### config.mk
export PLATFORM = sky130hd
export DESIGN_NAME = grid_local_minimum_risk_sum
export DESIGN_NICKNAME = d
export VERILOG_FILES = /design/src/glmrs_pkg.sv /design/src/glmrs_ram.sv /design/src/glmrs_rqueue.sv /design/src/grid_local_minimum_risk_sum.sv
export SDC_FILE = /design/constraint.sdc
export NUM_CORES = 2
export LEC_CHECK = 0
export BUFFER_PORTS_ARGS = -buffer_cell sky130_fd_sc_hd__buf_2
export CAP_MARGIN = 10
export CORE_MARGIN = 3
export CORE_UTILIZATION = 50
export DETAILED_ROUTE_END_ITERATION = 6
export PLACE_DENSITY = 0.68
export SLEW_MARGIN = 0
export SYNTH_ARGS = -nofsm -noshare
export SYNTH_HDL_FRONTEND = slang
export SYNTH_SLANG_ARGS = --single-unit
### constraint.sdc
create_clock -name i_clk -period 8.9 [get_ports i_clk]
set_input_delay 1.78 -clock i_clk [delete_from_list [all_inputs] [get_ports i_clk]]
set_output_delay 1.78 -clock i_clk [all_outputs]
set_load 0.01 [all_outputs]
### src/glmrs_pkg.sv
package glmrs_pkg;

    // Default frame limits
    localparam int MAX_COLS_DEF = 128;
    localparam int MAX_ROWS_DEF = 1024;

    // Field widths
    localparam int HEIGHT_W    = 4;
    localparam int RISK_W      = 21;
    localparam int COLS_CFG_W  = 8;
    localparam int ROWS_CFG_W  = 11;
    localparam int CFG_DATA_W  = 11;
    localparam int CFG_ADDR_W  = 1;
    localparam int S_TDATA_W   = 8;

    localparam logic [RISK_W-1:0] RISK_MAX = {RISK_W{1'b1}};

    // Configuration register indexes
    localparam logic [CFG_ADDR_W-1:0] REG_NUM_COLS = 1'b0;
    localparam logic [CFG_ADDR_W-1:0] REG_NUM_ROWS = 1'b1;

    // Configuration reset values
    localparam logic [COLS_CFG_W-1:0] NUM_COLS_RST = 8'd128;
    localparam logic [ROWS_CFG_W-1:0] NUM_ROWS_RST = 11'd1024;

    // Result queue: up to three results pushed per item, one popped per cycle
    localparam int MAX_PUSH    = 3;
    localparam int PUSH_CNT_W  = 2;
    localparam int QUEUE_DEPTH = 4;
    localparam int QUEUE_PTR_W = 2;
    localparam int QUEUE_CNT_W = 3;

    // Push request into the result queue
    typedef struct packed {
        logic [PUSH_CNT_W-1:0] cnt;
    } t_push_req;

endpackage

### src/glmrs_ram.sv
module glmrs_ram #(
    parameter int WIDTH = glmrs_pkg::HEIGHT_W,
    parameter int DEPTH = glmrs_pkg::MAX_COLS_DEF
) (
    input  logic                                   i_clk,
    input  logic                                   i_we,
    input  logic [(DEPTH > 1 ? $clog2(DEPTH) : 1)-1:0] i_waddr,
    input  logic [WIDTH-1:0]                       i_wdata,
    input  logic                                   i_re,
    input  logic [(DEPTH > 1 ? $clog2(DEPTH) : 1)-1:0] i_raddr,
    output logic [WIDTH-1:0]                       o_rdata
);

    logic [WIDTH-1:0] r_mem [DEPTH];
    logic [WIDTH-1:0] r_rdata;

    // Write port and registered read port
    always_ff @(posedge i_clk) begin
        if (i_we) begin
            r_mem[i_waddr] <= i_wdata;
        end
        if (i_re) begin
            r_rdata <= r_mem[i_raddr];
        end
    end

    assign o_rdata = r_rdata;

endmodule

### src/glmrs_rqueue.sv
module glmrs_rqueue #(
    parameter int WIDTH = 8
) (
    input  logic                                 i_clk,
    input  logic                                 i_rst_n,
    input  glmrs_pkg::t_push_req                 i_push,
    input  logic [WIDTH-1:0]                     i_push_data [glmrs_pkg::MAX_PUSH],
    output logic [glmrs_pkg::QUEUE_CNT_W-1:0]    o_free,
    output logic                                 o_valid,
    input  logic                                 i_ready,
    output logic [WIDTH-1:0]                     o_data
);

    logic [WIDTH-1:0]                  r_mem [glmrs_pkg::QUEUE_DEPTH];
    logic [glmrs_pkg::QUEUE_PTR_W-1:0] r_wr;
    logic [glmrs_pkg::QUEUE_PTR_W-1:0] r_rd;
    logic [glmrs_pkg::QUEUE_CNT_W-1:0] r_cnt;
    logic                              w_pop;

    assign w_pop   = (r_cnt != '0) && i_ready;
    assign o_valid = (r_cnt != '0);
    assign o_data  = r_mem[r_rd];
    assign o_free  = glmrs_pkg::QUEUE_CNT_W'(glmrs_pkg::QUEUE_DEPTH) - r_cnt;

    // Store pushed items at consecutive slots after the tail
    always_ff @(posedge i_clk) begin
        for (int i = 0; i < glmrs_pkg::MAX_PUSH; i++) begin
            if (glmrs_pkg::PUSH_CNT_W'(i) < i_push.cnt) begin
                r_mem[r_wr + glmrs_pkg::QUEUE_PTR_W'(i)] <= i_push_data[i];
            end
        end
    end

    // Advance pointers and occupancy
    always_ff @(posedge i_clk) begin
        if (!i_rst_n) begin
            r_wr  <= '0;
            r_rd  <= '0;
            r_cnt <= '0;
        end else begin
            r_wr  <= r_wr + glmrs_pkg::QUEUE_PTR_W'(i_push.cnt);
            r_rd  <= r_rd + glmrs_pkg::QUEUE_PTR_W'(w_pop);
            r_cnt <= r_cnt + glmrs_pkg::QUEUE_CNT_W'(i_push.cnt)
                           - glmrs_pkg::QUEUE_CNT_W'(w_pop);
        end
    end

endmodule

### src/grid_local_minimum_risk_sum.sv
// Channel   Direction  Payload                                            Handshake
// s_axis    in         tdata: height                                      tvalid/tready
// m_axis    out        tdata: point_row, point_col, is_low,               tvalid/tready
//                             point_height, risk_sum; tlast: last_of_run;
//                             tuser: frame_done
// cfg       in         index 0 num_cols, index 1 num_rows                 i_cfg_we
//
// An item is taken every cycle while the result queue has room for its results. It waits
// in the input register, where the three line-store reads land, then its results enter
// the four-entry result queue.
// In the last row an item yields up to three results while the output drains one
// per cycle, so there the input slows to the output rate as the result queue fills.
// Reset is synchronous, active low; the line stores are not cleared.
// An output stall fills the result queue, then holds the input register and tready.
module grid_local_minimum_risk_sum #(
    parameter int MAX_COLS = glmrs_pkg::MAX_COLS_DEF,
    parameter int MAX_ROWS = glmrs_pkg::MAX_ROWS_DEF,
    localparam int CW = $clog2(MAX_COLS),
    localparam int RW = (MAX_ROWS > 1) ? $clog2(MAX_ROWS) : 1,
    localparam int FIELD_W = RW + CW + 1 + glmrs_pkg::HEIGHT_W + glmrs_pkg::RISK_W,
    localparam int TDATA_W = ((FIELD_W + 7) / 8) * 8
) (
    input  logic                                i_clk,
    input  logic                                i_rst_n,
    // configuration write port
    input  logic                                i_cfg_we,
    input  logic [glmrs_pkg::CFG_ADDR_W-1:0]    i_cfg_addr,
    input  logic [glmrs_pkg::CFG_DATA_W-1:0]    i_cfg_data,
    // input stream
    input  logic                                i_s_axis_tvalid,
    output logic                                o_s_axis_tready,
    input  logic [glmrs_pkg::S_TDATA_W-1:0]     i_s_axis_tdata,  // [3:0] height
    // result stream
    output logic                                o_m_axis_tvalid,
    input  logic                                i_m_axis_tready,
    // point_row, point_col, is_low, point_height, risk_sum from bit 0 up
    output logic [TDATA_W-1:0]                  o_m_axis_tdata,
    output logic                                o_m_axis_tlast,  // last_of_run
    output logic [0:0]                          o_m_axis_tuser   // frame_done
);

    localparam int HW    = glmrs_pkg::HEIGHT_W;
    localparam int SW    = glmrs_pkg::RISK_W;
    localparam int CDW   = $clog2(MAX_COLS + 1);
    localparam int RDW   = $clog2(MAX_ROWS + 1);
    localparam int RES_W = FIELD_W + 2;
    localparam int PUSH_CNT_W_L = glmrs_pkg::PUSH_CNT_W;

    // Configuration registers
    logic [glmrs_pkg::COLS_CFG_W-1:0] r_num_cols;
    logic [glmrs_pkg::ROWS_CFG_W-1:0] r_num_rows;
    logic [CDW-1:0]                   w_cols;
    logic [RDW-1:0]                   w_rows;

    // Input position counters
    logic [CW-1:0] r_col;
    logic [RW-1:0] r_row;
    logic          w_row_end;
    logic          w_last_row;
    logic          w_accept;

    // Input register
    logic          r_in_vld;
    logic [HW-1:0] r_px;
    logic [CW-1:0] r_c;
    logic [RW-1:0] r_r;
    logic          r_row_end;
    logic          r_last_row;

    // Line-store read bypass
    logic          r_hit_mid;
    logic          r_hit_east;
    logic [HW-1:0] r_byp_px;
    logic [HW-1:0] r_byp_up;

    // Line-store ports
    logic [HW-1:0] w_mid_q;
    logic [HW-1:0] w_east_q;
    logic [HW-1:0] w_up_q;
    logic [CW-1:0] w_east_addr;
    logic [HW-1:0] w_mid;
    logic [HW-1:0] w_east;
    logic [HW-1:0] w_up;

    // Neighborhood state
    logic [HW-1:0] r_west;
    logic [HW-1:0] r_win0;
    logic [HW-1:0] r_win1;
    logic [SW-1:0] r_risk;

    // Decision logic
    logic          w_has_a;
    logic          w_has_b;
    logic          w_has_c;
    logic          w_low_a;
    logic          w_low_b;
    logic          w_low_c;
    logic [SW-1:0] w_sum_a;
    logic [SW-1:0] w_sum_b;
    logic [SW-1:0] w_sum_c;
    logic [RW-1:0] w_row_above;
    logic [CW-1:0] w_col_west;
    logic          w_consume;

    // Result queue
    glmrs_pkg::t_push_req               w_push;
    logic [RES_W-1:0]                   w_push_data [glmrs_pkg::MAX_PUSH];
    logic [glmrs_pkg::QUEUE_CNT_W-1:0]  w_free;
    logic                               w_q_valid;
    logic [RES_W-1:0]                   w_q_data;

    // Add one plus height to the running sum for a low point, saturating
    function automatic logic [SW-1:0] f_risk_add(input logic [SW-1:0] s, input logic low,
                                                 input logic [HW-1:0] h);
        logic [SW:0] sum;
        sum = {1'b0, s} + (low ? ((SW+1)'(h) + (SW+1)'(1)) : '0);
        return sum[SW] ? glmrs_pkg::RISK_MAX : sum[SW-1:0];
    endfunction

    // Write configuration registers
    always_ff @(posedge i_clk) begin
        if (!i_rst_n) begin
            r_num_cols <= glmrs_pkg::NUM_COLS_RST;
            r_num_rows <= glmrs_pkg::NUM_ROWS_RST;
        end else if (i_cfg_we) begin
            unique case (i_cfg_addr)
                glmrs_pkg::REG_NUM_COLS: r_num_cols <= i_cfg_data[glmrs_pkg::COLS_CFG_W-1:0];
                glmrs_pkg::REG_NUM_ROWS: r_num_rows <= i_cfg_data[glmrs_pkg::ROWS_CFG_W-1:0];
                default: ;
            endcase
        end
    end

    // Saturate frame sizes to 1..MAX
    always_comb begin
        if (r_num_cols == '0) begin
            w_cols = CDW'(1);
        end else if (32'(r_num_cols) > 32'(MAX_COLS)) begin
            w_cols = CDW'(MAX_COLS);
        end else begin
            w_cols = CDW'(r_num_cols);
        end
        if (r_num_rows == '0) begin
            w_rows = RDW'(1);
        end else if (32'(r_num_rows) > 32'(MAX_ROWS)) begin
            w_rows = RDW'(MAX_ROWS);
        end else begin
            w_rows = RDW'(r_num_rows);
        end
    end

    assign w_row_end  = (32'(r_col) + 32'd1) >= 32'(w_cols);
    assign w_last_row = (32'(r_row) + 32'd1) >= 32'(w_rows);

    // Handshake: take an item when the input register is empty or draining
    assign w_consume       = r_in_vld &&
                             (w_free >= glmrs_pkg::QUEUE_CNT_W'(w_push.cnt));
    assign o_s_axis_tready = !r_in_vld || w_consume;
    assign w_accept        = i_s_axis_tvalid && o_s_axis_tready;

    // Advance the column and row of the next item
    always_ff @(posedge i_clk) begin
        if (!i_rst_n) begin
            r_col <= '0;
            r_row <= '0;
        end else if (w_accept) begin
            if (w_row_end) begin
                r_col <= '0;
                r_row <= w_last_row ? '0 : r_row + RW'(1);
            end else begin
                r_col <= r_col + CW'(1);
            end
        end
    end

    // Load the input register and the read bypass
    always_ff @(posedge i_clk) begin
        if (!i_rst_n) begin
            r_in_vld <= 1'b0;
        end else if (w_accept) begin
            r_in_vld <= 1'b1;
        end else if (w_consume) begin
            r_in_vld <= 1'b0;
        end
    end

    always_ff @(posedge i_clk) begin
        if (w_accept) begin
            r_px       <= i_s_axis_tdata[HW-1:0];
            r_c        <= r_col;
            r_r        <= r_row;
            r_row_end  <= w_row_end;
            r_last_row <= w_last_row;
            r_hit_mid  <= w_consume && (r_c == r_col);
            r_hit_east <= w_consume && (r_c == w_east_addr);
            r_byp_px   <= r_px;
            r_byp_up   <= w_mid;
        end
    end

    assign w_east_addr = r_col + CW'(1);

    // Line stores: middle row read at the column and its east side, upper row
    glmrs_ram #(.WIDTH(HW), .DEPTH(MAX_COLS)) u_mid_ram (
        .i_clk   (i_clk),
        .i_we    (w_consume),
        .i_waddr (r_c),
        .i_wdata (r_px),
        .i_re    (w_accept),
        .i_raddr (r_col),
        .o_rdata (w_mid_q)
    );

    glmrs_ram #(.WIDTH(HW), .DEPTH(MAX_COLS)) u_east_ram (
        .i_clk   (i_clk),
        .i_we    (w_consume),
        .i_waddr (r_c),
        .i_wdata (r_px),
        .i_re    (w_accept),
        .i_raddr (w_east_addr),
        .o_rdata (w_east_q)
    );

    glmrs_ram #(.WIDTH(HW), .DEPTH(MAX_COLS)) u_up_ram (
        .i_clk   (i_clk),
        .i_we    (w_consume),
        .i_waddr (r_c),
        .i_wdata (w_mid),
        .i_re    (w_accept),
        .i_raddr (r_col),
        .o_rdata (w_up_q)
    );

    assign w_mid  = r_hit_mid  ? r_byp_px : w_mid_q;
    assign w_east = r_hit_east ? r_byp_px : w_east_q;
    assign w_up   = r_hit_mid  ? r_byp_up : w_up_q;

    // Decide the cell above, the west cell of the last row, and the row's final cell
    assign w_has_a = (r_r != '0);
    assign w_has_b = r_last_row && (r_c != '0);
    assign w_has_c = r_last_row && r_row_end;

    assign w_low_a = ((r_r == RW'(1)) || (w_up > w_mid)) &&
                     (r_row_end || (w_east > w_mid)) &&
                     (r_px > w_mid) &&
                     ((r_c == '0) || (r_west > w_mid));
    assign w_low_b = ((r_r == '0) || (r_west > r_win0)) &&
                     (r_px > r_win0) &&
                     ((r_c == CW'(1)) || (r_win1 > r_win0));
    assign w_low_c = ((r_r == '0) || (w_mid > r_px)) &&
                     ((r_c == '0) || (r_win0 > r_px));

    assign w_sum_a = f_risk_add(r_risk,  w_has_a && w_low_a, w_mid);
    assign w_sum_b = f_risk_add(w_sum_a, w_has_b && w_low_b, r_win0);
    assign w_sum_c = f_risk_add(w_sum_b, w_has_c && w_low_c, r_px);

    assign w_row_above = r_r - RW'(1);
    assign w_col_west  = r_c - CW'(1);

    // Pack the present results in order into the push slots
    always_comb begin
        logic [PUSH_CNT_W_L-1:0] k;
        k = '0;
        for (int i = 0; i < glmrs_pkg::MAX_PUSH; i++) begin
            w_push_data[i] = '0;
        end
        if (w_has_a) begin
            w_push_data[k] = {1'b0, !w_has_b && !w_has_c, w_sum_a, w_mid, w_low_a,
                              r_c, w_row_above};
            k = k + PUSH_CNT_W_L'(1);
        end
        if (w_has_b) begin
            w_push_data[k] = {1'b0, !w_has_c, w_sum_b, r_win0, w_low_b, w_col_west, r_r};
            k = k + PUSH_CNT_W_L'(1);
        end
        if (w_has_c) begin
            w_push_data[k] = {1'b1, 1'b1, w_sum_c, r_px, w_low_c, r_c, r_r};
            k = k + PUSH_CNT_W_L'(1);
        end
        w_push.cnt = k;
    end

    // Update neighborhood state and the running sum
    always_ff @(posedge i_clk) begin
        if (!i_rst_n) begin
            r_west <= '0;
            r_win0 <= '0;
            r_win1 <= '0;
            r_risk <= '0;
        end else if (w_consume) begin
            r_west <= w_mid;
            if (r_last_row) begin
                r_win1 <= r_win0;
                r_win0 <= r_px;
            end
            r_risk <= (r_row_end && r_last_row) ? '0 : w_sum_c;
        end
    end

    // Result queue between the decision logic and the output
    glmrs_rqueue #(.WIDTH(RES_W)) u_rqueue (
        .i_clk       (i_clk),
        .i_rst_n     (i_rst_n),
        .i_push      (w_consume ? w_push : '0),
        .i_push_data (w_push_data),
        .o_free      (w_free),
        .o_valid     (w_q_valid),
        .i_ready     (i_m_axis_tready),
        .o_data      (w_q_data)
    );

    assign o_m_axis_tvalid = w_q_valid;
    assign o_m_axis_tdata  = TDATA_W'(w_q_data[FIELD_W-1:0]);
    assign o_m_axis_tlast  = w_q_data[FIELD_W];
    assign o_m_axis_tuser  = w_q_data[FIELD_W+1];

endmodule

==> reports/metrics.cfg <==
[placed_design]
io_buffers = 67
dp.cells = 5628
preCtsSetupSlack_ps = 159.9
gp_routability_congestion = 0.9167
dp_hpwl_mm = 110.3

[yosys]
netlist.area_leader.share_pct = 58.94
synth_area_per_cell_sq_um = 15.57
synth.area.top_cells = edfxtp_1 (59%), mux4_2 (18%), nand2_1 (2.5%)
postSynth.asyncResetShare_pct = 0
yosysTopAreaCell = edfxtp_1
yosys_warnings = 0
synthFlopType = edfxtp_1
synth_most_common_cell = edfxtp_1
yosysSeqAreaShare_pct = 61.36
synthCells = 4088
synth-edff-count = 1249
synth_common_cells = edfxtp_1 (1249), mux4_2 (509), nand2_1 (420), nor2_1 (260), clkbuf_1 (205)
synth-seq-cells = 1326
netlist_area_sq_um = 63630
ys_types = 110

[timing]
rsz0062_at_grt = no
worst_pin_slew_ps = 1270
relSlewSlack_pct = 15.12
finalCriticalPeriod_ps = 8379
drv_slew = 0
hold_ws_ps = 476.8
fin_ws_ps = 521.2
min_period_over_period_pct = 94.14
setup_tns_ps = 0
setup_viol = 0
fmax_mhz = 119.3
finalClockSkew_ps = 28.51
finalHoldViolations = 0

[detailed_routing]
dr.pass1.iters = 7
vias_per_cell = 6.598
wl_mm = 170.0
wl_per_cell_microns = 28.88
drcViolationCount = 1
ant_nets = 0
drtIter0Drc = 4862
vias = 38830

[layout]
fin_util_pct = 55.85
instances_no_fill = 5885
multi_input_area_sq_um = 23360
final_nets = 4244
fillers = 9729
regArea_sq_um = 39070
drive_above_1_share_pct = 24.16
antenna_cells = 0
area_delta_synth_final_pct = 10.63

[cts]
cts_max_level = 4
clkSinkCount = 1326
clk_pin_slew_ps = 60
cts_root_buf = clkbuf_16
clk_latency_ps = 780
cts.path.max_buffers = 3
cts_tree = done
cts_made_buffers = 139

[global_routing]
grt_pass1_vias = 38130
antenna_found_initial = 2
grt_max_degree = 125
grt_use_total_pct = 25.91
grt_pass1_wl_mm = 254.0
grt.overflow.total = 0

[critical_path]
cpMostUsedCell = o21ai_0
arrival_ps = 8860
required_ps = 9380
start_kind = flop
cp_slowest_cell = edfxtp_1
crit_type = flop to flop
end_kind = flop
path_max_fanout = 12
slowest_delay_ps = 490

[pwr]
p_per_area_nw_per_um2 = 241.4
p_leak_nw = 22.19
peakVddDrop_mv = 0.2411

[die]
boundaryPins = 77
rows = 130
die_w_microns = 362.7
dieArea_sq_um = 131600
die_height_microns = 362.7
core_region_area_sq_um = 126100
initial_core_util_pct = 50.48

[worst_hold_path]
hold_class = flop to flop

[outcome]
status = finished with violations
violations = DRC

[run]
maxCapViolCount = 0

worst max-delay path: cells and delay by family (launching register included):
kind                     cells  cell delay (ps)
adder cells (fa/ha/maj)      5             1560
AO/OA/AOI/OAI               15             2810
multiplexers                 1              200
flip-flops                   1              490
AND/OR/NAND/NOR             11             2340
buffers and inverters        5              640
routing by layer:
metal  track usage [%]  vias to the layer above  share of wire [%]
li1                  -                    16580                  -
met5                 0                        -             0.0053
met3             5.809                      391                9.7
met1             35.27                    19680                 39
met2             41.32                     2178                 48
met4             9.436                        2                3.8
layout make-up:
cell class                      count  share of cell area (%)
Inverter                           83                  0.4621
Timing Repair Buffer              182                   1.738
Clock buffer                      181                   5.350
Tap cell                         1650                   2.933
Clock inverter                     67                  0.8318
Multi-Input combinational cell   2396                   33.19
Sequential cell                  1326                   55.50
power by group:
part	leakage, nW	switching (mW)	internal, mW
combinational	8.12	2.23	1.64
sequential	11.9	0.187	7.34
clock	2.12	2.43	3.17
layout by cell type (no fill, tap or decap), types with 31 or more instances in the layout:
cell | Yosys | layout
buf_2 | 8 | 67
buf_4 | 11 | 113
clkbuf_16 | 0 | 144
a21oi_1 | 104 | 96
xnor2_1 | 39 | 37
and3_1 | 55 | 52
a21boi_0 | 33 | 33
nor2b_1 | 39 | 38
nor2_1 | 260 | 256
mux4_2 | 509 | 509
dfxtp_1 | 77 | 70
ha_1 | 86 | 79
inv_1 | 78 | 71
nand2_1 | 420 | 418
o21ai_0 | 144 | 142
nand3_1 | 65 | 65
clkbuf_1 | 205 | 34
clkinv_1 | 4 | 31
edfxtp_1 | 1249 | 1249
a22oi_1 | 54 | 53
o221ai_1 | 74 | 74
worst paths after layout:
path / from / slack (ps) / cells after the start / to
worst max-delay path: r_hit_mid$_DFFE_PP_ / 520 / 37 / u_rqueue.r_mem[0][38]$_DFFE_PP_
worst min-delay path: r_win1[0]$_SDFFE_PN0P_ / 480 / 2 / r_win1[0]$_SDFFE_PN0P_
worst max register to register: r_hit_mid$_DFFE_PP_ / 520 / 37 / u_rqueue.r_mem[0][38]$_DFFE_PP_
worst min register to register: r_win1[0]$_SDFFE_PN0P_ / 480 / 2 / r_win1[0]$_SDFFE_PN0P_
repair_timing:
item / in CTS / in global routing
hold endpoints to repair: 0 / 0
resized for setup: 0 / 20
setup endpoints to repair: 0 / 98
hold buffers: 0 / 0
setup buffers: 0 / 9
logic make-up (layout without fill, tap and decap cells):
group | Yosys count | after routing | synth area share, %
buf+inv | 370 | 513 | 2.428
simple gates | 996 | 996 | 7.092
mux | 540 | 540 | 18.54
flops | 1326 | 1326 | 61.36
other cells | 1 | 5 | 0.005893
xor+xnor | 64 | 64 | 0.8927
compound gates | 699 | 699 | 7.818
fa+ha+maj | 92 | 92 | 1.864
stage by stage:
| step | power [mW] | area, sq um |
|---|---|---|
| floorplan | 10.25 | 63770 |
| global placement | 11.46 | 65880 |
| detailed placement | 11.51 | 65880 |
| CTS | 17.08 | 70230 |
| global route | 17.62 | 70400 |
| finish | 17.00 | 70400 |
sequential cells by signal, indices dropped and copies added (netlist names), 3 cells and up:
name	count
r_r	10
r_win1	4
r_west	4
u_up_ram.o_rdata	4
r_risk	21
u_rqueue.r_mem	180
u_rqueue.r_cnt	3
r_col	7
r_byp_up	4
u_mid_ram.r_mem	512
r_c	7
u_east_ram.o_rdata	4
r_num_cols	8
r_num_rows	11
r_px	4
r_win0	4
r_byp_px	4
u_up_ram.r_mem	512
u_mid_ram.o_rdata	4
r_row	10
(Power assumes the default switching activity.)
